$ cat config.mk
export PLATFORM = sky130hd
export DESIGN_NAME = cfsb_front
export DESIGN_NICKNAME = d
export VERILOG_FILES = /design/src/sv/cfsb_pkg.sv /design/src/sv/cfsb_front.sv
export SDC_FILE = /design/constraint.sdc
export NUM_CORES = 1
export LEC_CHECK = 0
export BUFFER_PORTS_ARGS = -buffer_cell sky130_fd_sc_hd__clkbuf_2
export CORE_MARGIN = 2
export CORE_UTILIZATION = 64
export CTS_CLUSTER_DIAMETER = 200
export DETAILED_ROUTE_END_ITERATION = 8
export PLACE_DENSITY = 0.86
export SYNTH_ARGS = -nofsm -noshare
export SYNTH_HDL_FRONTEND = slang
export SYNTH_SLANG_ARGS = --single-unit
$ cat constraint.sdc
create_clock -name i_clk -period 20.8 [get_ports i_clk]
set_clock_uncertainty 0.2 [all_clocks]
set_input_delay 1.04 -clock i_clk [delete_from_list [all_inputs] [get_ports i_clk]]
set_output_delay 1.04 -clock i_clk [all_outputs]
set_load 0.02 [all_outputs]
$ cat src/sv/cfsb_pkg.sv
`default_nettype none
package cfsb_pkg;

    localparam int MAX_VERTS    = 64;
    localparam int ST_FRAC_BITS = 13;

    localparam int COORD_W = 24;
    localparam int ST_W    = 16;
    localparam int SUM_W   = 31;
    localparam int FACE_W  = 3;
    localparam int ACT_W   = 2;
    localparam int CNT_W   = $clog2(MAX_VERTS + 1);
    localparam int ADDR_W  = $clog2(MAX_VERTS);
    localparam int VERT_W  = 3 * COORD_W;
    localparam int NUM_W   = COORD_W + ST_FRAC_BITS;
    localparam int CMDQ_DEPTH = 2;

    localparam logic signed [ST_W-1:0] ST_MAX = {1'b0, {(ST_W-1){1'b1}}};
    localparam logic signed [ST_W-1:0] ST_MIN = {1'b1, {(ST_W-1){1'b0}}};
    localparam logic signed [SUM_W-1:0] SUM_MAX = {1'b0, {(SUM_W-1){1'b1}}};
    localparam logic signed [SUM_W-1:0] SUM_MIN = {1'b1, {(SUM_W-1){1'b0}}};

    localparam logic [FACE_W-1:0] FACE_PX = 3'd0;
    localparam logic [FACE_W-1:0] FACE_NX = 3'd1;
    localparam logic [FACE_W-1:0] FACE_PY = 3'd2;
    localparam logic [FACE_W-1:0] FACE_NY = 3'd3;
    localparam logic [FACE_W-1:0] FACE_PZ = 3'd4;
    localparam logic [FACE_W-1:0] FACE_NZ = 3'd5;

    typedef enum logic [ACT_W-1:0] {
        ACT_CLEAR  = 2'd0,
        ACT_VERTEX = 2'd1,
        ACT_READ   = 2'd2,
        ACT_NONE   = 2'd3
    } t_action;

    typedef enum logic [1:0] {
        CMD_CLEAR,
        CMD_READ,
        CMD_POLY
    } t_cmd_kind;

    typedef struct packed {
        t_cmd_kind         kind;
        logic [FACE_W-1:0] face;
        logic [CNT_W-1:0]  count;
        logic              ovf;
    } t_cmd;

    typedef enum logic [2:0] {
        BK_IDLE,
        BK_READ,
        BK_LOAD,
        BK_DIV_S,
        BK_DIV_T,
        BK_UPD,
        BK_EMIT
    } t_back_state;

    typedef enum logic [1:0] {
        ROLE_S,
        ROLE_T,
        ROLE_D
    } t_role;

    typedef enum logic [1:0] {
        AX_X,
        AX_Y,
        AX_Z
    } t_axis;

    typedef struct packed {
        logic  neg;
        t_axis axis;
    } t_axis_ref;

    // face rows {s, t, depth}
    function automatic t_axis_ref axis_ref(logic [FACE_W-1:0] f, t_role role);
        t_axis_ref s_ref;
        t_axis_ref t_ref;
        t_axis_ref d_ref;
        t_axis_ref r;
        case (f)
            FACE_PX: begin
                s_ref = '{1'b1, AX_Y}; t_ref = '{1'b0, AX_Z}; d_ref = '{1'b0, AX_X};
            end
            FACE_NX: begin
                s_ref = '{1'b0, AX_Y}; t_ref = '{1'b0, AX_Z}; d_ref = '{1'b1, AX_X};
            end
            FACE_PY: begin
                s_ref = '{1'b0, AX_X}; t_ref = '{1'b0, AX_Z}; d_ref = '{1'b0, AX_Y};
            end
            FACE_NY: begin
                s_ref = '{1'b1, AX_X}; t_ref = '{1'b0, AX_Z}; d_ref = '{1'b1, AX_Y};
            end
            FACE_PZ: begin
                s_ref = '{1'b1, AX_Y}; t_ref = '{1'b1, AX_X}; d_ref = '{1'b0, AX_Z};
            end
            default: begin
                s_ref = '{1'b1, AX_Y}; t_ref = '{1'b0, AX_X}; d_ref = '{1'b1, AX_Z};
            end
        endcase
        case (role)
            ROLE_S:  r = s_ref;
            ROLE_T:  r = t_ref;
            default: r = d_ref;
        endcase
        return r;
    endfunction

    function automatic logic signed [COORD_W:0] pick_axis(
        logic [FACE_W-1:0] f, t_role role,
        logic signed [COORD_W-1:0] x, logic signed [COORD_W-1:0] y,
        logic signed [COORD_W-1:0] z);
        t_axis_ref r;
        logic signed [COORD_W:0] v;
        r = axis_ref(f, role);
        case (r.axis)
            AX_X:    v = (COORD_W+1)'(x);
            AX_Y:    v = (COORD_W+1)'(y);
            default: v = (COORD_W+1)'(z);
        endcase
        return r.neg ? -v : v;
    endfunction

endpackage
`default_nettype wire

$ cat src/sv/cfsb_front.sv
`default_nettype none
module cfsb_front (
    input  wire logic                               i_clk,
    input  wire logic                               i_rst_n,
    input  wire logic                               i_push,
    output logic                                    o_full,
    input  wire logic [cfsb_pkg::ACT_W-1:0]         i_action,
    input  wire logic signed [cfsb_pkg::COORD_W-1:0] i_vx,
    input  wire logic signed [cfsb_pkg::COORD_W-1:0] i_vy,
    input  wire logic signed [cfsb_pkg::COORD_W-1:0] i_vz,
    input  wire logic                               i_last_vertex,
    input  wire logic [cfsb_pkg::FACE_W-1:0]        i_face_select,
    output logic                                    o_wr_en,
    output logic [cfsb_pkg::ADDR_W-1:0]             o_wr_addr,
    output logic [cfsb_pkg::VERT_W-1:0]             o_wr_data,
    output logic                                    o_cmd_push,
    output cfsb_pkg::t_cmd                          o_cmd,
    input  wire logic                               i_cmd_full,
    input  wire logic                               i_store_free
);
    import cfsb_pkg::*;

    logic [CNT_W-1:0]        r_count;
    logic [CNT_W-1:0]        n_count;
    logic signed [SUM_W-1:0] r_sum_x, r_sum_y, r_sum_z;
    logic signed [SUM_W-1:0] n_sum_x, n_sum_y, n_sum_z;
    logic                    r_poly_ovf;
    logic                    r_store_busy;
    logic                    accept;
    logic                    can_store;
    logic                    is_vertex;
    logic                    poly_end;
    logic [SUM_W-1:0]        mag_x, mag_y, mag_z;
    logic [FACE_W-1:0]       poly_face;
    t_action                 act;

    function automatic logic signed [SUM_W-1:0] sat_sum(
        logic signed [SUM_W-1:0] s, logic signed [COORD_W-1:0] v);
        logic signed [SUM_W:0] w;
        w = (SUM_W+1)'(s) + (SUM_W+1)'(v);
        if (w[SUM_W] != w[SUM_W-1]) begin
            return w[SUM_W] ? SUM_MIN : SUM_MAX;
        end
        return w[SUM_W-1:0];
    endfunction

    function automatic logic [SUM_W-1:0] mag(logic signed [SUM_W-1:0] s);
        return s[SUM_W-1] ? SUM_W'(-s) : SUM_W'(s);
    endfunction

    assign o_full    = r_store_busy || i_cmd_full;
    assign accept    = i_push && !o_full;
    assign act       = t_action'(i_action);
    assign can_store = (r_count < CNT_W'(MAX_VERTS));
    assign is_vertex = accept && (act == ACT_VERTEX);
    assign poly_end  = is_vertex && i_last_vertex;

    assign n_sum_x = can_store ? sat_sum(r_sum_x, i_vx) : r_sum_x;
    assign n_sum_y = can_store ? sat_sum(r_sum_y, i_vy) : r_sum_y;
    assign n_sum_z = can_store ? sat_sum(r_sum_z, i_vz) : r_sum_z;
    assign n_count = can_store ? r_count + 1'b1 : r_count;
    assign mag_x   = mag(n_sum_x);
    assign mag_y   = mag(n_sum_y);
    assign mag_z   = mag(n_sum_z);

    // strict max wins; any tie falls to z
    always_comb begin
        if (mag_x > mag_y && mag_x > mag_z) begin
            poly_face = n_sum_x[SUM_W-1] ? FACE_NX : FACE_PX;
        end else if (mag_y > mag_z && mag_y > mag_x) begin
            poly_face = n_sum_y[SUM_W-1] ? FACE_NY : FACE_PY;
        end else begin
            poly_face = n_sum_z[SUM_W-1] ? FACE_NZ : FACE_PZ;
        end
    end

    assign o_wr_en   = is_vertex && can_store;
    assign o_wr_addr = r_count[ADDR_W-1:0];
    assign o_wr_data = {i_vx, i_vy, i_vz};

    always_comb begin
        o_cmd_push = 1'b0;
        o_cmd      = '{kind: CMD_CLEAR, face: poly_face, count: n_count,
                       ovf: r_poly_ovf || !can_store};
        if (accept) begin
            unique case (act)
                ACT_CLEAR: begin
                    o_cmd_push = 1'b1;
                end
                ACT_READ: begin
                    o_cmd_push = 1'b1;
                    o_cmd.kind = CMD_READ;
                    o_cmd.face = (i_face_select > FACE_NZ) ? FACE_NZ : i_face_select;
                end
                ACT_VERTEX: begin
                    o_cmd_push = i_last_vertex;
                    o_cmd.kind = CMD_POLY;
                end
                default: begin
                    o_cmd_push = 1'b0;
                end
            endcase
        end
    end

    always_ff @(posedge i_clk) begin
        if (!i_rst_n) begin
            r_count      <= '0;
            r_sum_x      <= '0;
            r_sum_y      <= '0;
            r_sum_z      <= '0;
            r_poly_ovf   <= 1'b0;
            r_store_busy <= 1'b0;
        end else begin
            if (poly_end) begin
                r_count      <= '0;
                r_sum_x      <= '0;
                r_sum_y      <= '0;
                r_sum_z      <= '0;
                r_poly_ovf   <= 1'b0;
                r_store_busy <= 1'b1;
            end else begin
                if (is_vertex) begin
                    r_count    <= n_count;
                    r_sum_x    <= n_sum_x;
                    r_sum_y    <= n_sum_y;
                    r_sum_z    <= n_sum_z;
                    r_poly_ovf <= r_poly_ovf || !can_store;
                end
                if (i_store_free) begin
                    r_store_busy <= 1'b0;
                end
            end
        end
    end

`ifndef SYNTH
    a_count_bound: assert property (@(posedge i_clk) disable iff (!i_rst_n)
        r_count <= CNT_W'(MAX_VERTS))
        else $error("vertex count past store depth");
    a_no_push_full: assert property (@(posedge i_clk) disable iff (!i_rst_n)
        o_cmd_push |-> !i_cmd_full)
        else $error("command pushed into full queue");
    a_busy_after_end: assert property (@(posedge i_clk) disable iff (!i_rst_n)
        poly_end |=> r_store_busy && r_count == '0)
        else $error("store not locked after polygon end");
`endif
endmodule
`default_nettype wire

* Yosys cells after proc, flatten, opt, wreduce, memory -nomap -nowiden
Index checks and enable logic that the tools add are counted. W data, S select, Z words.
Operators by class: $add $sub $neg 7, bitwise gates (word level) 1, muxes and demuxes 32, equal/unequal tests 5, reduce and logical (&&, ||, !) cells 14, $lt $le $gt $ge 6
Operator list (number):
- $mux W31 | 15
- $gt A31 B31 Y1 | 4
- $add A31 B24 Y32 | 3
- $neg A31 Y31 | 3
- $mux W3 | 4
- $mux W1 | 9
- $add A7 B1 Y7 const B | 1
- $lt A7 B7 Y1 const B | 1
- $mux W7 | 1
- $logic_and A1 B1 Y1 | 6
- $mux W5 | 1
- $pmux W2 S2 | 1
- $reduce_or A2 Y1 | 2
- $gt A3 B3 Y1 const B | 1
- $ne A1 B1 Y1 | 3
- $eq A2 B1 Y1 const B | 1
- $eq A2 B2 Y1 const B | 1
- $logic_not A1 Y1 | 2
- $logic_not A2 Y1 | 1
- $logic_or A1 B1 Y1 | 2
- $pmux W1 S2 | 1
- $reduce_bool A2 Y1 | 1
- $not A1 Y1 | 1
Word-level totals: bits of input ports 83, word-level logic and storage cells 71, flip-flop bits (word level) 102, output and inout port bits 94

* Longest topological paths before layout
depth after elaboration 13, gate-level depth with buffers 35, depth with buffers taken out 34

* Least setup slack after synthesis
Ideal clock, no wire load.
path type input to output, from input port i_vx[0] (netlist name), to output port o_cmd[8] (netlist name), data required time 19560 ps, slack 12121 ps, data arrival time 7439 ps, stages 32, cell sequence ha_1 > inv_1 > fa_1 > nor2b_1 > o21ba_2 > o2111ai_1 > and3_1 > clkbuf_1 > a211o_1 > and3_1 > maj3_1 > a21boi_1 > ha_1 > nor3b_1 > and3_1 > or3b_2 > nor2_1 > a21oi_1 > xnor2_1 > inv_1 > ha_1 > a21o_1 > a21o_1 > a21oi_1 > nor2_1 > a2111oi_0 > o211ai_1 > a31oi_1 > a31oi_1 > o211a_1 > o211a_1 > o31a_1
RTL lines:
- from (decl) | line cfsb_front.sv:8 | input wire logic signed [cfsb_pkg::COORD_W-1:0] i_vx,
- to (decl) | line cfsb_front.sv:17 | output cfsb_pkg::t_cmd o_cmd,

==> results.md <==
- Pin count of the biggest net entering global routing: 101
- Status: complete, no violations
- Hold Buf Count CTS: 0
- Hold-critical path endpoint: r_poly_ovf
- Mux cell area share after synthesis: 1.486%
- Adder-cell share of the synthesized area: 17.02%
- Required time of the worst setup path: 19.56 ns
- Die Wd: 159.2 um
- GRT overflow: 0
- Final wirelength: around 46 mm
- Largest stage delay, worst path: 0.52 ns
- Post-synth top flop: dfxtp_1
- IR drop worst, VDD: 0.00004486 V
- Register bit total from synthesis: 102
- Post-synthesis sequential area ratio: 13.25%
- Core Box Area: roughly 0.024 mm^2
- Bufs on Longest Clock Path: 2
- P_leak: 7.119 nW
- Cell count after synthesis: ~2100
- Global router's overall resource usage: 34.80%
- Setup_tns: 0 ns
- PnR worst setup slack: 10.25 ns
- Largest family of logic cells by synthesized area: compound AO/OA/AOI/OAI gates
- Via Count: between 15000 and 20000
- Reg2reg start: r_sum_x[5]
- Worst Hold Launch: r_poly_ovf
- CTS Root Cell: clkbuf_16
- CTS resizes: 0
- Worst setup path startpoint: i_vx[0]
- Setup-failing EPs final: 0
- Max-slew violation count: 0
- Nets@finish: 2451
- Slew Limit Headroom: 14.02%
- First-pass GRT wire length: 73.78 mm
- Yosys Warn Count: 0
- Area fraction of the dominant cell type after synthesis: 15.26%
- Number of global-route vias before repair: around 15000
- Worst-Skew Late Latency: between 0.3 and 0.4 ns
- Power Density: 58.84 mW/mm^2
- FF-to-FF End: r_sum_x[27]
- Die height: between 150 and 200 um
- Synth cell count leaders: 241 x a21oi_1, 217 x nor2_1, 204 x nand2_1
- Via density: 6.474
- Full die area: roughly 0.025 mm^2
- Share of layout cells above drive strength 1: 11.55%
- Mean Syn Cell Area: 7.199 um^2
- CTS sink cnt: 102
- Number of core rows: 56
- CTS tree: built
- DRC: 0
- Initial DRC count: 1877
- Top achievable clock speed: 0.09475 GHz
- Synth area leaders: ha_1 15%, dfxtp_1 13%, a21oi_1 7.8%
- RSZ-0062 raised after global routing: no
- Hold Vio Cnt, Final: 0
- Crit-path max FO: 21
- Max-cap violations: 0
- Synth Cell Area: 0.01541 mm^2
- Tightest Hold Check Type: flip-flop to flip-flop
- Setup crit end kind: output port
- Mapped Nets: 2415
- Hold Crit Depth: 2
- Fin crit share: 50.74%
- Avg WL per Cell: 18.41 um
- Synth async-reset ratio: 0%
- Post-Route Utilization: 68.73%
- XOR/XNOR Fraction of Synth Area: 9.937%
- Reg2Reg Depth: 17
- Least-Margin Pin Slew: 1.287 ns
- # H-tree levels: 3
- Number of diodes: 0
- Cts bufs inserted: 9
- Critical Path Slowest Stage Cell: and3_1
- WP data arrival: 9.31 ns
- Hold WS: 0.2644 ns
- Drt pass-1 iters: 6
- Routed Antenna Nets: 0
- Synth Area in Compound Gates: just under 30%
- Initial antenna violation count: 0
- Initial cell density of the core: about two thirds
- IO buf count: 176
- EDFF count, synth: 0
- Leading area contributor after synthesis: ha_1
- Fin crit period: 10.55 ns
- FF-to-FF setup slack: 16.01 ns
- Post-CTS Repair Setup Buffers: 0
- Hpwl dp: 35.71 mm
- Yosys cell types: 92
- Pre-CTS setup slack: 10.58 ns
- Critical path class: input pin to output port
- Most frequent cell after synthesis: a21oi_1
- CP startpoint kind: input pin
- # IOs: 177
- CTS clock-pin slew for the worst setup and hold paths: around 0.08 ns
- Synth Area in Simple Gates: 20.85%
- RePlAce Congestion: 1.026
- Area Overhead vs Synth: 4.984%
- Overall power: approximately 0.95 mW
worst max path at each step:
| stage | slack, ns | cells after the start | endpoint |
|---|---|---|---|
| after floorplan | 12.12 | 32 | o_cmd[8] |
| after global placement | 10.78 | 30 | o_cmd[8] |
| after detailed placement | 10.58 | 33 | o_cmd[8] |
| after CTS | 10.49 | 33 | o_cmd[8] |
| after global routing | 9.88 | 30 | o_cmd[8] |
| final | 10.25 | 33 | o_cmd[8] |
report_power, final:
group	total [mW]	switching, mW	internal (mW)
combinational	0.563	0.342	0.222
sequential	0.206	0.00592	0.200
clock	0.182	0.0884	0.0940
total	0.952	0.436	0.516
cell families (layout without fill, tap and decap cells):
family / after synthesis / in the layout
adder cells (fa/ha/maj): 212 / 212
AO/OA/AOI/OAI: 716 / 716
AND/OR/NAND/NOR: 680 / 680
multiplexers: 22 / 22
flip-flops: 102 / 102
buffers and inverters: 235 / 276
XOR/XNOR: 174 / 174
state kept, by name, indices dropped and copies added, names as in the netlist:
register and count:
r_poly_ovf 1, r_sum_x 31, r_count 7, r_sum_z 31, r_store_busy 1, r_sum_y 31
cells in the final DEF (no fill, tap or decap), types with 26 or more instances in the layout:
master	instances
nor3_1	36
nand2_1	203
nand2b_1	26
a21o_1	47
a31oi_1	28
o21a_1	42
ha_1	188
nor2_1	217
nand4_1	36
inv_1	69
xnor2_1	104
clkbuf_2	176
a21oi_1	241
a211oi_1	44
nand3_1	37
xor2_1	69
o21ai_0	146
dfxtp_1	101
through the flow:
stage / std cells / area (um^2)
after floorplan: 2141 / 15410
after global placement: 2485 / 15880
after detailed placement: 2485 / 15880
after CTS: 2501 / 16180
after global routing: 2501 / 16180
final: 2501 / 16180
critical path, delay by kind of cell:
| family | cells | cell delay (ns) |
|---|---|---|
| XOR/XNOR | 1 | 0.24 |
| buffers and inverters | 4 | 0.39 |
| AO/OA/AOI/OAI | 15 | 3.30 |
| AND/OR/NAND/NOR | 8 | 2.66 |
| adder cells (fa/ha/maj) | 5 | 1.67 |
area by class of cell:
cell class | count | area [um^2]
Fill cell | 2097 | 7362
Timing Repair Buffer | 188 | 970.9
Inverter | 72 | 270.3
Sequential cell | 102 | 2046
Clock buffer | 9 | 225.2
Clock inverter | 7 | 73.82
Multi-Input combinational cell | 1804 | 12200
Tap cell | 319 | 399.1
layer usage:
layer	GRT usage (%)	routed length, um	vias up
li1	-	-	7821
met1	46.30	19550	7474
met2	57.87	21060	780
met3	4.194	4001	117
met4	13.02	1437	0
met5	0	0	-
No activity file was read; power rests on OpenSTA's default activity.
