<file path="config.mk">
export PLATFORM = sky130hd
export DESIGN_NAME = cfsb_ram
export DESIGN_NICKNAME = d
export VERILOG_FILES = /design/src/sv/cfsb_ram.sv
export SDC_FILE = /design/constraint.sdc
export NUM_CORES = 1
export LEC_CHECK = 0
export ABC_CLOCK_PERIOD_IN_PS = 3800
export BUFFER_PORTS_ARGS = -buffer_cell sky130_fd_sc_hd__clkbuf_2
export CAP_MARGIN = 20
export CORE_MARGIN = 5
export CORE_UTILIZATION = 60
export CTS_BUF_LIST = sky130_fd_sc_hd__clkbuf_16
export DETAILED_ROUTE_END_ITERATION = 8
export HOLD_SLACK_MARGIN = 0.06
export PLACE_DENSITY = 0.87
export SYNTH_ARGS = -nofsm -noshare
export SYNTH_HDL_FRONTEND = slang
export SYNTH_SLANG_ARGS = --single-unit
</file>
<file path="constraint.sdc">
create_clock -name i_clk -period 3.8 [get_ports i_clk]
set_input_delay 0.19 -clock i_clk [delete_from_list [all_inputs] [get_ports i_clk]]
set_output_delay 0.19 -clock i_clk [all_outputs]
set_load 0.02 [all_outputs]
</file>
<file path="src/sv/cfsb_ram.sv">
`default_nettype none
module cfsb_ram #(
    parameter int WIDTH = 8,
    parameter int DEPTH = 16
) (
    input  wire logic                     i_clk,
    input  wire logic                     i_wr_en,
    input  wire logic [$clog2(DEPTH)-1:0] i_wr_addr,
    input  wire logic [WIDTH-1:0]         i_wr_data,
    input  wire logic [$clog2(DEPTH)-1:0] i_rd_addr,
    output logic      [WIDTH-1:0]         o_rd_data
);
    logic [WIDTH-1:0] r_mem [DEPTH];

    always_ff @(posedge i_clk) begin
        if (i_wr_en) begin
            r_mem[i_wr_addr] <= i_wr_data;
        end
        o_rd_data <= r_mem[i_rd_addr];
    end
endmodule
`default_nettype wire

</file>
### Word-level counts from Yosys, hierarchy flattened

Memories as Yosys holds them, arrays and structs flattened. A register that Yosys moved wholly into a read port is not among the register bits.
Cells that the tools add are included.

| operators by class | value |
|---|---|
| order comparisons | 0 |
| muxes and demuxes | 2 |
| multiply operators | 0 |
| $add $sub $neg | 0 |
| divide/modulo/power cells | 0 |
| bitwise logic cells | 0 |
| reductions and logical operators | 0 |
| equal/unequal tests | 0 |
| shifts and indexed selects | 0 |

Operators by type and width:

| cell | number |
|---|---|
| 1-bit 2-to-1 mux | 2 |

| storage, ports and cells | value |
|---|---|
| memories | 1 |
| memory bits (writable) | 128 |
| bits of input ports | 18 |
| word-level logic and storage cells | 3 |
| output and inout port bits | 8 |
| bits in latches | 0 |
| register bits after elaboration | 0 |
| ROM bits | 0 |

Memories:

| memory | depth | width | read ports | clocked after memory_dff | write ports | line | RTL |
|---|---|---|---|---|---|---|---|
| r_mem | 16 | 8 | 1 | 1 | 1 | 13 | `logic [WIDTH-1:0] r_mem [DEPTH];` |

### Longest topological paths before layout

Gate-level depths: netlist of the first run.

| depth | value |
|---|---|
| depth after elaboration | 2 |
| depth in mapped cells | 5 |

### Worst setup path after synthesis of the first run

Ideal clock, no wire load.

| timing | value |
|---|---|
| kind | input to register |
| start point | input i_wr_addr[2] |
| end point | memory r_mem[0][0] (enable) |
| arrival time | 1.300 ns |
| library setup time | 0.383 ns |
| stages on the path | 2 |
| setup slack | 2.117 ns |
| required time | 3.417 ns |
| buffers on the path | 0 |
| cells stage by stage | or3b_2 nor3_1 |

RTL lines:

| what | line | RTL |
|---|---|---|
| from (decl) | 8 | `input wire logic [$clog2(DEPTH)-1:0] i_wr_addr,` |
| to (decl) | 13 |  |

No word-level cell before the write port.

==> flow_summary.ini, run 1 <==
[cells_and_area]
fill_cells = 464
area_growth_pct = 14.6
multi_input_area_um2 = 1060
drive_gt1_frac = 0.263
final_cell_mix = 128 x edfxtp_1, 25 x clkbuf_2, 18 x mux4_2
layout.nets = 286
ff_latch_area_um2 = 4000
diodes = 0
mostFrequentLayoutCell = edfxtp_1

[setup_path]
crit_start = i_rd_addr[0]
cp.arrival_ns = 1.98
cpMaxStageDelayCell = mux4_1
reg2regPathDepth = 3
rrSetupSlack_ns = 2.20
timing.rr.start = r_mem[2][2]
required_ns = 4.08
cp_cell_sequence = clkbuf_2, buf_16, mux4_1, a22oi_1, nand2_1
cp_max_fo = 17
slowest_delay_ns = 0.58
crit_type = input port to register
critical_path.endpoint = o_rd_data[1]
r2r-end = o_rd_data[2]
worst_setup_path_start_kind = input port
crit_path_end_kind = register

[outcome]
status = completed

[logic_synthesis]
synth_nets = 247
syn_area_um2 = 5150
yosysUniqueCellTypes = 19
synth.avg_cell_area_um2 = 22.5
synthCells = 229
ys_ff_latch = 136
yosys_warnings = 0
ys_seq_area_frac = 0.778

[clocking]
htree_num_levels = 4
root_buffer = clkbuf_16
clk_pin_slew_ns = 0.05
cts_setup_buffers = 0
clk_latency_ns = 0.41
numCtsBuffers = 17
clk_path_buf_depth = 2
cts_hold_buffers = 0
cts_tree = built
cts.repair.resized = 0
cts_num_sinks = 136

[floorplan]
ioPinCount = 26
rows = 33
fp.dieH_um = 103
initial_utilization = 0.620
die_w_um = 103
dieArea_um2 = 10500
core-area_um2 = 8300

[global_routing]
grt_pass1_wl_mm = 15.5
grt_antenna_before_repair = 0
gr-total-overflow = 0
track_usage = 0.217
grt_max_degree = 33
grt_pass1_vias = 2651

[timing]
period_minus_slack_ns = 1.70
period_share = 0.446
setup_viol = 0
clock_skew_ns = 0.00621
tns_ns = 0
rsz0062_at_grt = false
max_slew_margin = 0.365
slew_violations = 0
worst_pin_slew_ns = 0.949
hold-worst-slack_ns = 0.196
hold_viol_final = 0
fmax_mhz = 589

[place]
dpl.hpwl_mm = 6.23
gp_congestion = 0.723
port_buffers = 25

[drt]
wl_per_cell_um = 27.9
drt_first_iter_violations = 270
vias = 2557
routed_wl_mm = 10.8
ant_nets = 0
drc = 0
vias_per_cell = 6.62
drtPass1Iterations = 5

[power]
p_leak_uw = 0.00200
power.density_nw_per_um2 = 559
peakVddDrop_mv = 0.389

[min_path]
hp-class = input port to register

[flow_run]
cap_violations = 0
cell type report:
| type | instances | area share |
|---|---|---|
| Clock inverter | 15 | 0.0163 |
| Tap cell | 105 | 0.0223 |
| Multi-Input combinational cell | 83 | 0.180 |
| Sequential cell | 136 | 0.679 |
| Timing Repair Buffer | 30 | 0.0305 |
| Clock buffer | 17 | 0.0721 |
metrics by stage:
step | total power (µW) | util | instance area [µm²] | std cells | setup slack [ns]
final | 3300 | 0.711 | 5900 | 386 | 2.10
after global routing | 3390 | 0.711 | 5900 | 386 | 1.99
after CTS | 3300 | 0.708 | 5870 | 385 | 1.95
after detailed placement | 1880 | 0.645 | 5350 | 353 | 1.54
after global placement | 1870 | 0.644 | 5350 | 352 | 1.60
after floorplan | 1810 | - | 5150 | 229 | 2.12
critical path: cells and delay by family:
| family | cells | cell delay, ns |
|---|---|---|
| buf+inv | 2 | 0.76 |
| mux | 1 | 0.58 |
| simple gates | 1 | 0.10 |
| compound gates | 1 | 0.34 |
registers in the layout, indices dropped and copies added, names as in the netlist:
| register | count |
|---|---|
| o_rd_data | 8 |
| r_mem | 128 |
where the power goes:
part / leakage (µW) / internal, µW / switching, µW / total [µW]
clock network: 0.000267 / 874 / 567 / 1440
logic: 0.000509 / 63.7 / 101 / 164
registers: 0.00122 / 1680 / 12.5 / 1690
total: 0.00200 / 2620 / 680 / 3300
how the worst min path moves through the flow:
stage | startpoint | endpoint | slack (ns) | depth (start not counted)
2_1_floorplan | i_wr_data[0] | r_mem[0][0] | 0.29 | 0
3_5_place_dp | o_rd_data[1] | o_rd_data[1] | 0.61 | 1
6_report | i_wr_data[2] | r_mem[11][2] | 0.20 | 1
4_1_cts | i_wr_data[2] | r_mem[11][2] | 0.20 | 1
5_1_grt | i_wr_data[2] | r_mem[14][2] | 0.23 | 1
3_3_place_gp | i_wr_data[4] | r_mem[6][4] | 0.59 | 1
cells by family (layout without fill, tap and decap cells):
logic type	count (synthesis)	count (layout)	share of synthesized area
compound gates	16	16	0.0233
mux	32	32	0.150
flops	136	136	0.778
simple gates	35	35	0.0318
buf+inv	10	62	0.0168
synth_stat cells:
cell type,n,area (µm²)
nor2b_1,1,6.26
nand3b_1,2,15.0
nor3_1,4,20.0
nand2b_1,2,12.5
buf_6,3,33.8
or3b_2,1,8.76
a22oi_1,16,120
dfxtp_1,8,160
nor2_1,13,48.8
and2b_1,1,7.51
mux4_1,14,368
mux4_2,18,405
edfxtp_1,128,3840
clkdlybuf4s25_2,3,30.0
buf_2,3,15.0
nand2_1,9,33.8
nand3_1,1,5.00
and2_1,1,6.26
buf_4,1,7.51
routing by layer:
layer,GRT usage,share of wire,wire [µm],vias to the layer above
met4,0.0767,0.025,268,0
met3,0.0650,0.094,1010,27
met5,0,0,0,-
li1,-,-,-,1052
met1,0.280,0.36,3850,1305
met2,0.355,0.52,5630,173
(Power assumes the default switching activity.)
==> run 2: changes to the inputs <==
--- a/config.mk
+++ b/config.mk
@@ -5,7 +5,7 @@
 export SDC_FILE = /design/constraint.sdc
 export NUM_CORES = 1
 export LEC_CHECK = 0
-export ABC_CLOCK_PERIOD_IN_PS = 3800
+export ABC_CLOCK_PERIOD_IN_PS = 1600
 export BUFFER_PORTS_ARGS = -buffer_cell sky130_fd_sc_hd__clkbuf_2
 export CAP_MARGIN = 20
 export CORE_MARGIN = 5
==> constraint.sdc (replaced) <==
create_clock -name i_clk -period 1.6 [get_ports i_clk]
set_input_delay 0.08 -clock i_clk [delete_from_list [all_inputs] [get_ports i_clk]]
set_output_delay 0.08 -clock i_clk [all_outputs]
set_load 0.02 [all_outputs]
==> flow_summary.ini, run 2 (same netlist as run 1, synthesis figures left out) <==
[drt]
drt_first_iter_violations = 217
routed_wl_mm = 11.3
wl_per_cell_um = 28.0
drc = 0
vias_per_cell = 6.55
ant_nets = 0
vias = 2639
drtPass1Iterations = 5

[clocking]
cts_tree = built
cts_hold_buffers = 0
cts_setup_buffers = 0
cts_num_sinks = 136
root_buffer = clkbuf_16
clk_latency_ns = 0.42
cts.repair.resized = 0
clk_path_buf_depth = 2
htree_num_levels = 4
clk_pin_slew_ns = 0.06
numCtsBuffers = 17

[power]
power.density_nw_per_um2 = 1390
combPwrFrac = 0.048
switching_share = 0.207
p_seq_frac = 0.471
p_int_uw = 6760
clock_power_share = 0.481
switchingPower_uw = 1770
p_leak_uw = 0.00212
peakVddDrop_mv = 1.09

[floorplan]
die_w_um = 103
dieArea_um2 = 10500
initial_utilization = 0.620
rows = 33
fp.dieH_um = 103
ioPinCount = 26
core-area_um2 = 8300

[flow_run]
cap_violations = 0

[min_path]
hold_depth = 1
hp-class = input port to register

[global_routing]
gr-total-overflow = 0
grt_pass1_wl_mm = 16.9
track_usage = 0.240
grt_antenna_before_repair = 0
grt_max_degree = 33
grt_pass1_vias = 2684

[timing]
worst_pin_slew_ns = 0.425
period_share = 0.876
max_slew_margin = 0.717
clock_skew_ns = 0.00930
rsz0062_at_grt = false
fmax_mhz = 713
tns_ns = 0
period_minus_slack_ns = 1.40
hold-worst-slack_ns = 0.104
slew_violations = 0
hold_viol_final = 0
setup_viol = 0

[setup_path]
cp_max_fo = 1
crit_path_end_kind = register
reg2regPathDepth = 3
cp.arrival_ns = 1.70
slowest_delay_ns = 0.58
required_ns = 1.90
crit_type = register to register
cp_cell_sequence = mux4_1, a22oi_1, nand2_1
worst_setup_path_start_kind = register
cpMaxStageDelayCell = mux4_1

[cells_and_area]
diodes = 0
final_cell_mix = 128 x edfxtp_1, 25 x clkbuf_2, 20 x buf_4
layout.nets = 303
area_growth_pct = 19.2
largest_registers = r_mem x128, o_rd_data x8
mostFrequentLayoutCell = edfxtp_1
largest_reg_flops = 128
drive_gt1_frac = 0.322
top_register = r_mem

[place]
dpl.hpwl_mm = 6.73
gp_congestion = 0.737
port_buffers = 25

[outcome]
status = completed
run 2: cell count changes in the layout (fill, tap and decap cells not counted):
cell / delta
clkinv_4: +2
buf_12: +2
bufinv_16: +3
buf_4: +17
clkinv_1: -3
nor3_1: +1
inv_6: +3
buf_16: -1
clkinvlp_4: +1
nor3_2: -1
inv_1: -3
buf_2: -1
clkinv_2: -3
run 2: routing by layer:
metal	vias up	GRT usage	share of wire
met3	17	0.0629	0.092
met2	182	0.386	0.51
met1	1349	0.327	0.39
met5	-	0	0
met4	0	0.0747	0.013
li1	1091	-	-
run 2: final cells by class:
class                      count  area (µm²)
sequential                   136        4000
tap                          105         131
timing repair buffer          47         315
multi-input combinational     83        1060
clock buffer                  17         425
clock inverter                15         200
fill                         445        2170
run 2: worst paths after layout:
kind | startpoint | to | slack (ns)
min reg2reg | r_mem[15][1] | o_rd_data[1] | 0.68
min | i_wr_data[3] | r_mem[5][3] | 0.10
max | r_mem[4][1] | o_rd_data[1] | 0.20
max reg2reg | r_mem[4][1] | o_rd_data[1] | 0.20
run 2: stage by stage:
step	setup WS, ns	std cells	utilization	total power, µW	area [µm²]
3_5_place_dp	0.0445	371	0.664	4490	5510
4_1_cts	0.189	403	0.739	8560	6130
5_1_grt	0.134	403	0.739	8740	6130
3_3_place_gp	0.126	371	0.664	4460	5510
6_report	0.198	403	0.739	8530	6130
2_1_floorplan	0.0271	229	-	4310	5150
run 2: critical path, delay by kind of cell (launching register included):
kind	cells	cell delay, ns
mux	1	0.58
flops	1	0.40
compound gates	1	0.22
simple gates	1	0.09
run 2: power by group through the flow:
stage / Sequential (µW) / Combinational, µW / Clock, µW
final: 4020 / 408 / 4100
after global routing: 4020 / 437 / 4290
after CTS: 4020 / 412 / 4130
after detailed placement: 4090 / 404 / 0
after global placement: 4080 / 383 / 0
after floorplan: 4100 / 202 / 0
==> run 3: changes to the inputs <==
--- a/config.mk
+++ b/config.mk
@@ -6,10 +6,12 @@
 export NUM_CORES = 1
 export LEC_CHECK = 0
 export ABC_CLOCK_PERIOD_IN_PS = 1600
-export BUFFER_PORTS_ARGS = -buffer_cell sky130_fd_sc_hd__clkbuf_2
+export BUFFER_PORTS_ARGS = -buffer_cell sky130_fd_sc_hd__buf_2
 export CAP_MARGIN = 20
+export CELL_PAD_IN_SITES_DETAIL_PLACEMENT = 0
+export CELL_PAD_IN_SITES_GLOBAL_PLACEMENT = 1
 export CORE_MARGIN = 5
-export CORE_UTILIZATION = 60
+export CORE_UTILIZATION = 53
 export CTS_BUF_LIST = sky130_fd_sc_hd__clkbuf_16
 export DETAILED_ROUTE_END_ITERATION = 8
 export HOLD_SLACK_MARGIN = 0.06
==> flow_summary.ini, run 3 (same netlist as run 1, synthesis figures left out) <==
[power]
clock_power_share = 0.484
switching_share = 0.194
p_leak_uw = 0.00215
switchingPower_uw = 1660
peakVddDrop_mv = 0.802
combPwrFrac = 0.047
power.density_nw_per_um2 = 1370
p_int_uw = 6900
p_seq_frac = 0.468
finalPower_uw = 8560

[outcome]
status = completed

[drt]
routed_wl_mm = 9.92
vias_per_cell = 5.75
ant_nets = 0
drc = 0
drtPass1Iterations = 4
drt_first_iter_violations = 237
wl_per_cell_um = 22.8
vias = 2500

[cells_and_area]
final_cell_mix = 128 x edfxtp_1, 25 x buf_2, 18 x mux4_2, 18 x buf_4, 17 x clkbuf_16
fin_area_um2 = 6230
drive_gt1_frac = 0.308
multi_input_area_um2 = 1060
fill_cells = 628
largest_registers = r_mem x128, o_rd_data x8
top_register = r_mem
diodes = 0
layout.nets = 307
mostFrequentLayoutCell = edfxtp_1
area_growth_pct = 21.1
largest_reg_flops = 128
instances_no_fill = 435
ff_latch_area_um2 = 4000

[timing]
period_share = 0.857
worst_pin_slew_ns = 0.407
rsz0062_at_grt = false
slew_violations = 0
clock_skew_ns = 0.0167
setup_viol = 0
tns_ns = 0
period_minus_slack_ns = 1.37
max_slew_margin = 0.728
hold-worst-slack_ns = 0.0677
hold_viol_final = 0
fmax_mhz = 729

[floorplan]
rows = 36
dieArea_um2 = 11800
core-area_um2 = 9640
initial_utilization = 0.534
ioPinCount = 26
die_w_um = 109
fp.dieH_um = 109

[place]
postPlaceCellArea_um2 = 5550
dpl.hpwl_mm = 5.84
place_inst = 398
gp_congestion = 0.753
port_buffers = 25

[setup_path]
required_ns = 1.89
reg2regPathDepth = 3
crit_start = r_mem[8][4]
rrSetupSlack_ns = 0.23
r2r-end = o_rd_data[4]
critical_path.endpoint = o_rd_data[4]
cp.arrival_ns = 1.66
crit_type = register to register
crit_path_end_kind = register
worst_setup_path_start_kind = register
timing.rr.start = r_mem[8][4]
cp_max_fo = 1

[global_routing]
grt_antenna_before_repair = 0
gr-total-overflow = 0
grt_pass1_wl_mm = 15.3
grt_max_degree = 33
grt_pass1_vias = 2545
track_usage = 0.186

[clocking]
cts_setup_buffers = 0
numCtsBuffers = 17
clk_path_buf_depth = 2
htree_num_levels = 4
clk_latency_ns = 0.41
root_buffer = clkbuf_16
cts_num_sinks = 136
clk_pin_slew_ns = 0.06
cts.repair.resized = 0
cts_tree = built
cts_hold_buffers = 5

[min_path]
hp-class = input port to register

[flow_run]
cap_violations = 0
[run 3: worst min-delay path by stage]
stage,startpoint,end,cells after the start
final,i_wr_data[0],r_mem[6][0],1
after global routing,i_wr_data[0],r_mem[6][0],1
after CTS,i_wr_data[0],r_mem[6][0],1
after detailed placement,i_wr_data[6],r_mem[3][6],1
after global placement,i_wr_data[5],r_mem[0][5],1
after floorplan,i_wr_data[0],r_mem[0][0],0
[run 3: worst max-delay path, stage by stage (launching register included)]
cell,delay [ns]
edfxtp_1,0.39
mux4_1,0.55
a22oi_1,0.25
nand2_1,0.07
[run 3: area by class of cell]
type | instances | area share
clock inverter | 15 | 0.0339
sequential | 136 | 0.642
multi-input combinational | 83 | 0.170
timing repair buffer | 51 | 0.0594
tap | 133 | 0.0267
clock buffer | 17 | 0.0682
[run 3: routing by layer]
| metal | up-vias | track usage | part of all wire |
|---|---|---|---|
| met2 | 100 | 0.294 | 0.52 |
| met4 | 0 | 0.0757 | 0.016 |
| met3 | 13 | 0.0531 | 0.068 |
| met1 | 1291 | 0.246 | 0.40 |
| met5 | - | 0 | 0 |
| li1 | 1096 | - | - |
[run 3: per-stage QoR]
stage	setup slack, ns	util
floorplan	0.0271	-
global placement	0.117	0.576
detailed placement	0.109	0.576
CTS	0.195	0.647
global route	0.179	0.647
finish	0.228	0.647
[run 3: power by group through the flow]
stage / logic [µW] / clock network (µW) / registers [µW]
after floorplan: 202 / 0 / 4100
after global placement: 387 / 0 / 4080
after detailed placement: 399 / 0 / 4080
after CTS: 414 / 4190 / 4010
after global routing: 441 / 4360 / 4020
final: 405 / 4150 / 4010
