`config.mk`:
```
export PLATFORM = sky130hd
export DESIGN_NAME = cfsb_cmd_q
export DESIGN_NICKNAME = d
export VERILOG_FILES = /design/src/sv/cfsb_pkg.sv /design/src/sv/cfsb_cmd_q.sv
export SDC_FILE = /design/constraint.sdc
export NUM_CORES = 1
export LEC_CHECK = 0
export BUFFER_PORTS_ARGS = -buffer_cell sky130_fd_sc_hd__buf_4
export CELL_PAD_IN_SITES_DETAIL_PLACEMENT = 0
export CELL_PAD_IN_SITES_GLOBAL_PLACEMENT = 2
export CORE_UTILIZATION = 32
export CTS_CLUSTER_DIAMETER = 200
export DETAILED_ROUTE_END_ITERATION = 7
export GPL_ROUTABILITY_DRIVEN = 0
export GPL_TIMING_DRIVEN = 1
export PLACE_DENSITY = 0.8
export SYNTH_ARGS = -nofsm -noshare
export SYNTH_HDL_FRONTEND = slang
export SYNTH_SLANG_ARGS = --single-unit
export TNS_END_PERCENT = 50
```
`constraint.sdc`:
```
create_clock -name i_clk -period 4 [get_ports i_clk]
set_clock_uncertainty 0.1 [all_clocks]
set_input_delay 0.8 -clock i_clk [delete_from_list [all_inputs] [get_ports i_clk]]
set_output_delay 0.8 -clock i_clk [all_outputs]
set_load 0.1 [all_outputs]
```
`src/sv/cfsb_pkg.sv`:
```
`default_nettype none
package cfsb_pkg;

    localparam int MAX_VERTS    = 64;
    localparam int ST_FRAC_BITS = 13;

    localparam int COORD_W = 24;
    localparam int ST_W    = 16;
    localparam int SUM_W   = 31;
    localparam int FACE_W  = 3;
    localparam int ACT_W   = 2;
    localparam int CNT_W   = $clog2(MAX_VERTS + 1);
    localparam int ADDR_W  = $clog2(MAX_VERTS);
    localparam int VERT_W  = 3 * COORD_W;
    localparam int NUM_W   = COORD_W + ST_FRAC_BITS;
    localparam int CMDQ_DEPTH = 2;

    localparam logic signed [ST_W-1:0] ST_MAX = {1'b0, {(ST_W-1){1'b1}}};
    localparam logic signed [ST_W-1:0] ST_MIN = {1'b1, {(ST_W-1){1'b0}}};
    localparam logic signed [SUM_W-1:0] SUM_MAX = {1'b0, {(SUM_W-1){1'b1}}};
    localparam logic signed [SUM_W-1:0] SUM_MIN = {1'b1, {(SUM_W-1){1'b0}}};

    localparam logic [FACE_W-1:0] FACE_PX = 3'd0;
    localparam logic [FACE_W-1:0] FACE_NX = 3'd1;
    localparam logic [FACE_W-1:0] FACE_PY = 3'd2;
    localparam logic [FACE_W-1:0] FACE_NY = 3'd3;
    localparam logic [FACE_W-1:0] FACE_PZ = 3'd4;
    localparam logic [FACE_W-1:0] FACE_NZ = 3'd5;

    typedef enum logic [ACT_W-1:0] {
        ACT_CLEAR  = 2'd0,
        ACT_VERTEX = 2'd1,
        ACT_READ   = 2'd2,
        ACT_NONE   = 2'd3
    } t_action;

    typedef enum logic [1:0] {
        CMD_CLEAR,
        CMD_READ,
        CMD_POLY
    } t_cmd_kind;

    typedef struct packed {
        t_cmd_kind         kind;
        logic [FACE_W-1:0] face;
        logic [CNT_W-1:0]  count;
        logic              ovf;
    } t_cmd;

    typedef enum logic [2:0] {
        BK_IDLE,
        BK_READ,
        BK_LOAD,
        BK_DIV_S,
        BK_DIV_T,
        BK_UPD,
        BK_EMIT
    } t_back_state;

    typedef enum logic [1:0] {
        ROLE_S,
        ROLE_T,
        ROLE_D
    } t_role;

    typedef enum logic [1:0] {
        AX_X,
        AX_Y,
        AX_Z
    } t_axis;

    typedef struct packed {
        logic  neg;
        t_axis axis;
    } t_axis_ref;

    // face rows {s, t, depth}
    function automatic t_axis_ref axis_ref(logic [FACE_W-1:0] f, t_role role);
        t_axis_ref s_ref;
        t_axis_ref t_ref;
        t_axis_ref d_ref;
        t_axis_ref r;
        case (f)
            FACE_PX: begin
                s_ref = '{1'b1, AX_Y}; t_ref = '{1'b0, AX_Z}; d_ref = '{1'b0, AX_X};
            end
            FACE_NX: begin
                s_ref = '{1'b0, AX_Y}; t_ref = '{1'b0, AX_Z}; d_ref = '{1'b1, AX_X};
            end
            FACE_PY: begin
                s_ref = '{1'b0, AX_X}; t_ref = '{1'b0, AX_Z}; d_ref = '{1'b0, AX_Y};
            end
            FACE_NY: begin
                s_ref = '{1'b1, AX_X}; t_ref = '{1'b0, AX_Z}; d_ref = '{1'b1, AX_Y};
            end
            FACE_PZ: begin
                s_ref = '{1'b1, AX_Y}; t_ref = '{1'b1, AX_X}; d_ref = '{1'b0, AX_Z};
            end
            default: begin
                s_ref = '{1'b1, AX_Y}; t_ref = '{1'b0, AX_X}; d_ref = '{1'b1, AX_Z};
            end
        endcase
        case (role)
            ROLE_S:  r = s_ref;
            ROLE_T:  r = t_ref;
            default: r = d_ref;
        endcase
        return r;
    endfunction

    function automatic logic signed [COORD_W:0] pick_axis(
        logic [FACE_W-1:0] f, t_role role,
        logic signed [COORD_W-1:0] x, logic signed [COORD_W-1:0] y,
        logic signed [COORD_W-1:0] z);
        t_axis_ref r;
        logic signed [COORD_W:0] v;
        r = axis_ref(f, role);
        case (r.axis)
            AX_X:    v = (COORD_W+1)'(x);
            AX_Y:    v = (COORD_W+1)'(y);
            default: v = (COORD_W+1)'(z);
        endcase
        return r.neg ? -v : v;
    endfunction

endpackage
`default_nettype wire

```
`src/sv/cfsb_cmd_q.sv`:
```
`default_nettype none
module cfsb_cmd_q (
    input  wire logic          i_clk,
    input  wire logic          i_rst_n,
    input  wire logic          i_push,
    input  wire cfsb_pkg::t_cmd i_cmd,
    output logic               o_full,
    input  wire logic          i_pop,
    output cfsb_pkg::t_cmd     o_cmd,
    output logic               o_empty
);
    import cfsb_pkg::*;

    localparam int PTR_W = $clog2(CMDQ_DEPTH);
    localparam int QCNT_W = $clog2(CMDQ_DEPTH + 1);

    t_cmd              r_slot [CMDQ_DEPTH];
    logic [PTR_W-1:0]  r_wr_ptr;
    logic [PTR_W-1:0]  r_rd_ptr;
    logic [QCNT_W-1:0] r_cnt;
    logic              do_push;
    logic              do_pop;

    assign o_full  = (r_cnt == QCNT_W'(CMDQ_DEPTH));
    assign o_empty = (r_cnt == '0);
    assign o_cmd   = r_slot[r_rd_ptr];
    assign do_push = i_push && !o_full;
    assign do_pop  = i_pop && !o_empty;

    always_ff @(posedge i_clk) begin
        if (do_push) begin
            r_slot[r_wr_ptr] <= i_cmd;
        end
    end

    always_ff @(posedge i_clk) begin
        if (!i_rst_n) begin
            r_wr_ptr <= '0;
            r_rd_ptr <= '0;
            r_cnt    <= '0;
        end else begin
            if (do_push) begin
                r_wr_ptr <= (r_wr_ptr == PTR_W'(CMDQ_DEPTH - 1)) ? '0 : r_wr_ptr + 1'b1;
            end
            if (do_pop) begin
                r_rd_ptr <= (r_rd_ptr == PTR_W'(CMDQ_DEPTH - 1)) ? '0 : r_rd_ptr + 1'b1;
            end
            case ({do_push, do_pop})
                2'b10:   r_cnt <= r_cnt + 1'b1;
                2'b01:   r_cnt <= r_cnt - 1'b1;
                default: r_cnt <= r_cnt;
            endcase
        end
    end
endmodule
`default_nettype wire

```
-- Yosys cells after proc, flatten, opt, wreduce, memory -nomap -nowiden
Memory sizes are Yosys's and may differ from the RTL's. A register that Yosys moved wholly into a read port is not among the register bits.
Index checks and enable logic that the tools add are counted.
- logic and storage cells: 24
- bits of input ports: 17
- output and inout bits: 15
- memory bits (read-only): 0
- bits in writable memories: 26
- register bits: 4
- latch bits: 0
- memories: 1
- shift operators: 0
- divide/modulo/power cells: 0
- muxes and demuxes: 7
- eq/ne operators: 3
- reduce and logical (&&, ||, !) cells: 6
- bitwise logic cells: 0
- multiply operators: 0
- magnitude comparators: 0
- add/sub/neg operators: 4
- memories (name ; words ; bits a word ; read ports ; clocked after Yosys merged registers in ; wr ports ; RTL line ; text):
    r_slot ; 2 ; 13 ; 1 ; 1 ; 1 ; cfsb_cmd_q.sv:17 ; t_cmd r_slot [CMDQ_DEPTH];
- operators by type and width (cell ; number):
    1-bit 2-to-1 mux ; 6
    2-bit equality test (second input constant) ; 2
    2-bit one-hot mux with 2 select lines ; 1
    1-bit adder (second input constant) ; 2
    2-bit by 1-bit adder with 2-bit output (second input constant) ; 1
    2-bit by 1-bit equality test with 1-bit output (second input constant) ; 1
    1-bit logical AND ; 2
    1-bit zero test ; 2
    2-bit zero test ; 1
    2-bit nonzero test ; 1
    2-bit by 1-bit subtractor with 2-bit output (second input constant) ; 1

-- Depth between registers and ports, before layout
Gate-level depths: netlist (run 1).
- depth in word-level cells: 5
- mapped depth: 6
- mapped depth without buffers: 6

-- Least setup slack after synthesis (run 1)
No wires, ideal clock.
- path kind: register -> output
- start: reg r_cnt[1]
- end: out o_empty
- setup slack: 1504 ps
- arrival time: 1596 ps
- cell stages (with the launch flop): 2
- cells stage by stage: dfxtp_1 nor2_1
- longest elaborated chain between the ends: 1
- ends and longest elaborated chain (item ; RTL line ; text):
    start: declaration ; cfsb_cmd_q.sv:20 ; logic [QCNT_W-1:0] r_cnt;
    start signal: assignment ; cfsb_cmd_q.sv:49 ; 2'b10: r_cnt <= r_cnt + 1'b1;
    start signal: assignment ; cfsb_cmd_q.sv:50 ; 2'b01: r_cnt <= r_cnt - 1'b1;
    start signal: assignment ; cfsb_cmd_q.sv:51 ; default: r_cnt <= r_cnt;
    2-bit zero test ; cfsb_cmd_q.sv:25 ; assign o_empty = (r_cnt == '0);
    end: declaration ; cfsb_cmd_q.sv:10 ; output logic o_empty
Every way passes these cells.

==> impl_metrics.ini, run 1 <==
[sta]
setup_ws_ps = 1469
drv_slew = 0
fin_crit_sh = 0.6326
period_minus_slack_ps = 2531
setup-tns-final_ps = 0
finalSetupViolCount = 0
fmax_ghz = 0.3952
relSlewSlack = 0.5809
rsz0062_at_grt = no
tightest_slew_ps = 628.6
final-hold-violation-count = 0

[final_layout]
drive_above_1_share = 0.5096
fillers = 338
register_area_um2 = 880.8
area_delta_synth_final_pct = 30.94
fin_nets = 121
multi_input_area_um2 = 271.5
n_antenna_cell = 0

[floorplan]
pin_count = 32
num_rows = 21
die_y_um = 62.43
die_area_mm2 = 0.003898
fp.dieW_um = 62.43
core_area_mm2 = 0.003416
start_util = 0.3421

[routing]
vias = 629
drc = 0
viasPerCell = 4.193
first_pass_iters = 4
drtAntennaViolNets = 0
first_iter_violations = 15
drt-total-wl_um = 1807
wl_per_cell_um = 12.05

[worst_setup_path]
r2r_start = r_cnt[0]
r2r_slack_ps = 2170
r2r-end = r_slot[0][0]
critPathMaxStageDelay_ps = 670
crit_type = reg2out
reg2reg_depth = 4
cp_slowest_cell = dfxtp_1
crit_path_end_kind = primary output
startpoint_type = flip-flop
cpLargestDelayFamily = flip-flops
critPathBufInv = 1
crit_required_ps = 3100
cp_cell_sequence = mux2_2 > buf_4
crit_fanout = 13
cp.arrival_ps = 1630

[hold_path]
whs_path_depth = 2
min-delay-start = r_wr_ptr
min_path_type = reg2reg
whs_endpoint = r_wr_ptr

[clock_tree]
clk_pin_slew_worst_paths_ps = 90
postCtsSetupRepairBufs = 0
cts_sinks = 31
cts_buffers = 5
clkLatencyLatePin_ps = 310
clockBufferDepth = 2
hold_buffers = 0
cts_resized = 0
tritoncts = yes
cts-htree-levels = 2
clock-root-buffer = clkbuf_4

[yosys]
ys_warn_count = 0
synth.area.top_cells = edfxtp_1 67%, mux2_2 13%, dfxtp_1 8.6%, xnor2_1 2.2%, a21boi_1 1.3%
yosysUniqueCellTypes = 18
syn_avg_cell_area_um2 = 17.71
yosys.area.top_type_share = 0.6681
syn_inst = 66
synthesis.area_mm2 = 0.001169
synth_nets = 84
synth_area_leader_cell = edfxtp_1
yosysSeqAreaShare = 0.7537
synth_seq_cells = 31

[place]
post-dp-hpwl_um = 1275
dp_worst_setup_slack_ps = 1775
numPortBuffers = 31

[job]
maxCapViolations = 0

[global_route]
grt_overflow = 0
grt_max_degree = 14
antenna_found_initial = 0
grt_pass1_wl_um = 2856
grt_pass1_vias = 636
grt_usage = 0.1016

[outcome]
status = complete, no violations
-- worst max-delay path by stage --
stage	depth (start not counted)	slack, ps	endpoint	start
after floorplan	1	1500	o_empty	r_cnt[1]
after global placement	2	1760	o_cmd[2]	flip-flop
after detailed placement	2	1780	o_cmd[3]	flip-flop
after CTS	2	1400	o_cmd[3]	flip-flop
after global routing	2	1340	o_cmd[3]	flip-flop
final	2	1470	o_cmd[3]	flip-flop
-- worst min-delay path, cell delays in order (launching register included) --
cell	delay, ps
dfxtp_1	320
o21ai_0	70
a21boi_1	70
-- cell families (layout without fill, tap and decap cells) --
logic type | Yosys count | in the layout | share of synthesized area
compound gates | 5 | 5 | 0.02784
xor+xnor | 3 | 3 | 0.02249
fa+ha+maj | 1 | 1 | 0.01070
buf+inv | 4 | 42 | 0.01391
flops | 31 | 31 | 0.7538
mux | 13 | 13 | 0.1253
simple gates | 9 | 9 | 0.04604
-- cells in the final DEF (no fill, tap or decap), drive strengths merged --
master   n
xnor2    3
nand2    1
bufinv   1
buf     31
mux2    13
dfxtp    5
a21boi   2
and2     1
edfxtp  26
o21ai    2
inv      3
nor2     1
nor2b    2
nand2b   1
or3      2
and3     1
o21a     1
clkbuf   5
clkinv   2
ha       1
-- synth_stat cells --
master / count
mux2_2: 13
and3_1: 1
dfxtp_1: 5
and2_1: 1
nand2b_2: 1
ha_1: 1
or3_1: 2
xnor2_1: 3
o21a_1: 1
nor2b_1: 2
inv_2: 1
edfxtp_1: 26
nand2_1: 1
inv_1: 2
o21ai_0: 2
a21boi_1: 2
nor2_1: 1
buf_2: 1
-- routing by layer --
metal,global-route usage,wire (µm)
met2,0.1658,882
met4,0.06977,13
met5,0,0
met1,0.1048,758
met3,0.04380,153
-- cell type report --
| cell class | instances | share of cell area |
|---|---|---|
| well taps | 46 | 0.03761 |
| multi-input cells | 31 | 0.1774 |
| clock buffers | 5 | 0.02453 |
| repair buffers | 31 | 0.1521 |
| inverters | 3 | 0.007359 |
| flip-flops and latches | 31 | 0.5756 |
| clock inverters | 3 | 0.02535 |
-- sequential cells by signal, summed over array words and instances, names as in the netlist, named ones only --
signal	count
r_wr_ptr	1
r_slot	26
r_cnt	2
r_rd_ptr	1
-- per-stage QoR --
| step | hold slack [ps] | instances | cell area (µm²) | util |
|---|---|---|---|---|
| 2_1_floorplan | 357.0 | 66 | 1169 | - |
| 3_3_place_gp | 365.5 | 142 | 1454 | 0.4256 |
| 3_5_place_dp | 385.8 | 142 | 1454 | 0.4256 |
| 4_1_cts | 399.1 | 150 | 1530 | 0.4480 |
| 5_1_grt | 408.9 | 150 | 1530 | 0.4480 |
| 6_report | 399.9 | 150 | 1530 | 0.4480 |
Power of run 1 is left out: the tool's default activity adds up to more than one toggle a clock period on the data nets, which glitch-free logic cannot reach.
==> run 2, diff against run 1 <==
==> constraint.sdc (replaced) <==
create_clock -name i_clk -period 2.6 [get_ports i_clk]
set_clock_uncertainty 0.1 [all_clocks]
set_input_delay 0.52 -clock i_clk [delete_from_list [all_inputs] [get_ports i_clk]]
set_output_delay 0.52 -clock i_clk [all_outputs]
set_load 0.1 [all_outputs]
==> run 2 against run 1 <==
  * Sequential share of layout area unchanged
  * Global-route usage increased by 0.42 points
  * Non-clock buffer count unchanged
  * Via count increased by 1.6%
  * Utilization unchanged
  * Largest cell class unchanged
  * Wire length increased by 1.5%
  * Count of clock-buffer cells in the layout unchanged
  * Worst setup slack got worse by 1100 ps
  * Worst hold slack got worse by 120 ps
  * Highest routed layer unchanged
  * Die area unchanged
==> impl_metrics.ini, run 2 (same netlist as run 1, synthesis figures left out) <==
[floorplan]
pin_count = 32
die_area_mm2 = 0.003898
fp.dieW_um = 62.43
die_y_um = 62.43
core_area_mm2 = 0.003416
num_rows = 21
start_util = 0.3421

[worst_setup_path]
crit_fanout = 13
crit_required_ps = 1980
startpoint_type = flip-flop
crit_path_end_kind = primary output
cp.arrival_ps = 1650
crit_type = reg2out

[routing]
viasPerCell = 4.260
wl_per_cell_um = 12.23
vias = 639
first_pass_iters = 3
drt-total-wl_um = 1835
drc = 0
drtAntennaViolNets = 0
first_iter_violations = 12

[final_layout]
multi_input_area_um2 = 271.5
fin_nets = 121
largest_reg_flops = 26
n_antenna_cell = 0
drive_above_1_share = 0.5096
register_area_um2 = 880.8
area_delta_synth_final_pct = 30.94
layout_commonest_cell = buf_4
reg.largest.list = r_slot x26, r_cnt x2
top_register = r_slot
final_cell_mix = 31 x buf_4, 26 x edfxtp_1, 13 x mux2_2
fillers = 332

[clock_tree]
clkLatencyLatePin_ps = 320
postCtsSetupRepairBufs = 0
cts_buffers = 5
clk_pin_slew_worst_paths_ps = 90
tritoncts = yes
hold_buffers = 0
cts_resized = 0
clockBufferDepth = 2
clock-root-buffer = clkbuf_4
cts_sinks = 31
cts-htree-levels = 2

[global_route]
grt_overflow = 0
antenna_found_initial = 0
grt_max_degree = 14
grt_usage = 0.1057
grt_pass1_wl_um = 2973
grt_pass1_vias = 675

[sta]
drv_slew = 0
rsz0062_at_grt = no
period_minus_slack_ps = 2273
fin_crit_sh = 0.8742
fmax_ghz = 0.4399
relSlewSlack = 0.5677
finalSetupViolCount = 0
setup-tns-final_ps = 0
tightest_slew_ps = 648.4
hold_ws_ps = 281.7
final-hold-violation-count = 0

[hold_path]
min_path_type = in2reg

[outcome]
status = complete, no violations

[job]
maxCapViolations = 0

[place]
numPortBuffers = 31
post-dp-hpwl_um = 1253
run 2: cell counts in the layout (fill, tap and decap cells not counted):
Identical to the previous run, type by type.
run 2: layout make-up:
class / count / area share
clock buffer: 5 / 0.02453
clock inverter: 3 / 0.02535
inverter: 3 / 0.007359
multi-input combinational: 31 / 0.1774
sequential: 31 / 0.5756
tap: 46 / 0.03761
timing repair buffer: 31 / 0.1521
run 2: final timing paths:
| path | start | to | slack (ps) | depth (start not counted) |
|---|---|---|---|---|
| worst min register to register | r_wr_ptr | r_wr_ptr | 390 | 2 |
| worst max-delay path | flip-flop | o_cmd[11] | 330 | 2 |
| worst min-delay path | i_cmd[8] | r_slot[1][8] | 280 | 1 |
| worst max register to register | r_cnt[0] | r_slot[0][0] | 770 | 4 |
run 2: through the flow:
stage | utilization | instance area (µm²) | instances | worst slack (ps)
floorplan | - | 1169 | 66 | 384.3
global placement | 0.4256 | 1454 | 142 | 636.9
detailed placement | 0.4256 | 1454 | 142 | 659.2
CTS | 0.4480 | 1530 | 150 | 265.6
global route | 0.4480 | 1530 | 150 | 191.7
finish | 0.4480 | 1530 | 150 | 327.0
run 2: metal layers:
layer	global-route usage	vias to the layer above	share of wire
met3	0.05657	2	0.081
met4	0.05233	0	0.0076
met5	0	-	0
met1	0.1197	291	0.44
met2	0.1617	26	0.47
li1	-	320	-
run 2: worst max-delay path, stage by stage, from the launching register on:
cell,delay [ps]
dfxtp_1,690
mux2_2,400
buf_4,230
Power of run 2 is left out for the same reason.
==> run 3, diff against run 2 <==
--- a/config.mk
+++ b/config.mk
@@ -8,12 +8,12 @@
 export BUFFER_PORTS_ARGS = -buffer_cell sky130_fd_sc_hd__buf_4
 export CELL_PAD_IN_SITES_DETAIL_PLACEMENT = 0
 export CELL_PAD_IN_SITES_GLOBAL_PLACEMENT = 2
-export CORE_UTILIZATION = 32
+export CORE_UTILIZATION = 35
 export CTS_CLUSTER_DIAMETER = 200
 export DETAILED_ROUTE_END_ITERATION = 7
 export GPL_ROUTABILITY_DRIVEN = 0
 export GPL_TIMING_DRIVEN = 1
-export PLACE_DENSITY = 0.8
+export PLACE_DENSITY = 0.85
 export SYNTH_ARGS = -nofsm -noshare
 export SYNTH_HDL_FRONTEND = slang
 export SYNTH_SLANG_ARGS = --single-unit
==> run 3 against run 2 <==
  * Fmax down 0.19%
  * Register-to-register slack about the same
  * Critical path depth unchanged
  * Wire length down 1.5%
  * Global-route usage up 0.50 points
  * Count of clock-buffer cells in the layout up 1
  * Sequential share of layout area up 1.2 points
  * Utilization up 3.5 points
  * Critical path type unchanged
  * Highest routed layer unchanged
==> impl_metrics.ini, run 3 (same netlist as run 1, synthesis figures left out) <==
[outcome]
status = complete, no violations

[sta]
final-hold-violation-count = 0
setup-tns-final_ps = 0
rsz0062_at_grt = no
drv_slew = 0
period_minus_slack_ps = 2277
relSlewSlack = 0.5860
tightest_slew_ps = 620.9
fmax_ghz = 0.4391
fin_crit_sh = 0.8759
finalSetupViolCount = 0

[routing]
drt-total-wl_um = 1807
vias = 651
drtAntennaViolNets = 0
first_pass_iters = 4
first_iter_violations = 18
drc = 0
viasPerCell = 4.399
wl_per_cell_um = 12.21

[final_layout]
layout_commonest_cell = buf_4
area_delta_synth_final_pct = 28.37
fin_nets = 121
drive_above_1_share = 0.4904
n_antenna_cell = 0
final_cell_mix = 31 x buf_4, 26 x edfxtp_1, 13 x mux2_2
fillers = 294
largest_reg_flops = 26
top_register = r_slot
reg.largest.list = r_slot x26, r_cnt x2

[floorplan]
core_area_mm2 = 0.003103
pin_count = 32
die_area_mm2 = 0.003574
num_rows = 20
fp.dieW_um = 59.79
start_util = 0.3766
die_y_um = 59.79

[hold_path]
min-delay-start = i_cmd[7]
whs_path_depth = 1
min_path_type = in2reg
whs_endpoint = r_slot[0][7]

[global_route]
grt_pass1_vias = 633
grt_pass1_wl_um = 2670
grt_overflow = 0
antenna_found_initial = 0
grt_usage = 0.1107
grt_max_degree = 14

[clock_tree]
clkLatencyLatePin_ps = 310
clk_pin_slew_worst_paths_ps = 90
cts_buffers = 5
clock-root-buffer = clkbuf_4
clockBufferDepth = 2
cts-htree-levels = 2
hold_buffers = 0
cts_sinks = 31
cts_resized = 0
postCtsSetupRepairBufs = 0
tritoncts = yes

[worst_setup_path]
reg2reg_depth = 4
r2r_slack_ps = 760
r2r-end = r_slot[0][1]
crit_required_ps = 1980
crit_fanout = 13
cp.arrival_ps = 1660
r2r_start = r_cnt[0]
crit_path_end_kind = primary output
startpoint_type = flip-flop
crit_type = reg2out

[place]
numPortBuffers = 31
post-dp-hpwl_um = 1252

[job]
maxCapViolations = 0
## run 3: per-layer routing
metal | up-vias | wire (µm) | share of wire | GRT usage
met5 | - | 0 | 0 | 0
met4 | 0 | 31 | 0.017 | 0.05980
met3 | 6 | 190 | 0.11 | 0.06926
met2 | 26 | 835 | 0.46 | 0.1778
met1 | 301 | 749 | 0.41 | 0.1096
li1 | 318 | - | - | -
## run 3: final cells by class
class,instances,area [µm²],share of cell area
inverter,3,11.26,0.007506
clock buffer,6,41.29,0.02752
multi-input combinational,31,271.5,0.1810
sequential,31,880.8,0.5872
tap,44,55.05,0.03670
timing repair buffer,31,232.7,0.1551
clock inverter,2,7.507,0.005004
## run 3: worst max-delay path by stage
stage / from / to / slack (ps) / cells past startpoint
3_3_place_gp: flip-flop / o_cmd[9] / 660 / 2
5_1_grt: flip-flop / o_cmd[12] / 220 / 2
3_5_place_dp: flip-flop / o_cmd[12] / 630 / 2
2_1_floorplan: r_cnt[1] / o_empty / 380 / 1
6_report: flip-flop / o_cmd[12] / 320 / 2
4_1_cts: flip-flop / o_cmd[12] / 260 / 2
## run 3: critical path, cell delays in order, from the launching register on
cell     delay [ps]
dfxtp_1         700
mux2_2          410
buf_4           230
## run 3: stage by stage
stage | std cells | utilization | setup WS (ps) | instance area (µm²) | hold WS, ps
after floorplan | 66 | - | 384.3 | 1169 | 357.0
after global placement | 140 | 0.4677 | 659.5 | 1451 | 366.8
after detailed placement | 140 | 0.4677 | 630.3 | 1451 | 371.9
after CTS | 148 | 0.4835 | 264.1 | 1500 | 267.0
after global routing | 148 | 0.4835 | 222.0 | 1500 | 252.3
final | 148 | 0.4835 | 322.6 | 1500 | 282.2
Power of run 3 is left out for the same reason.
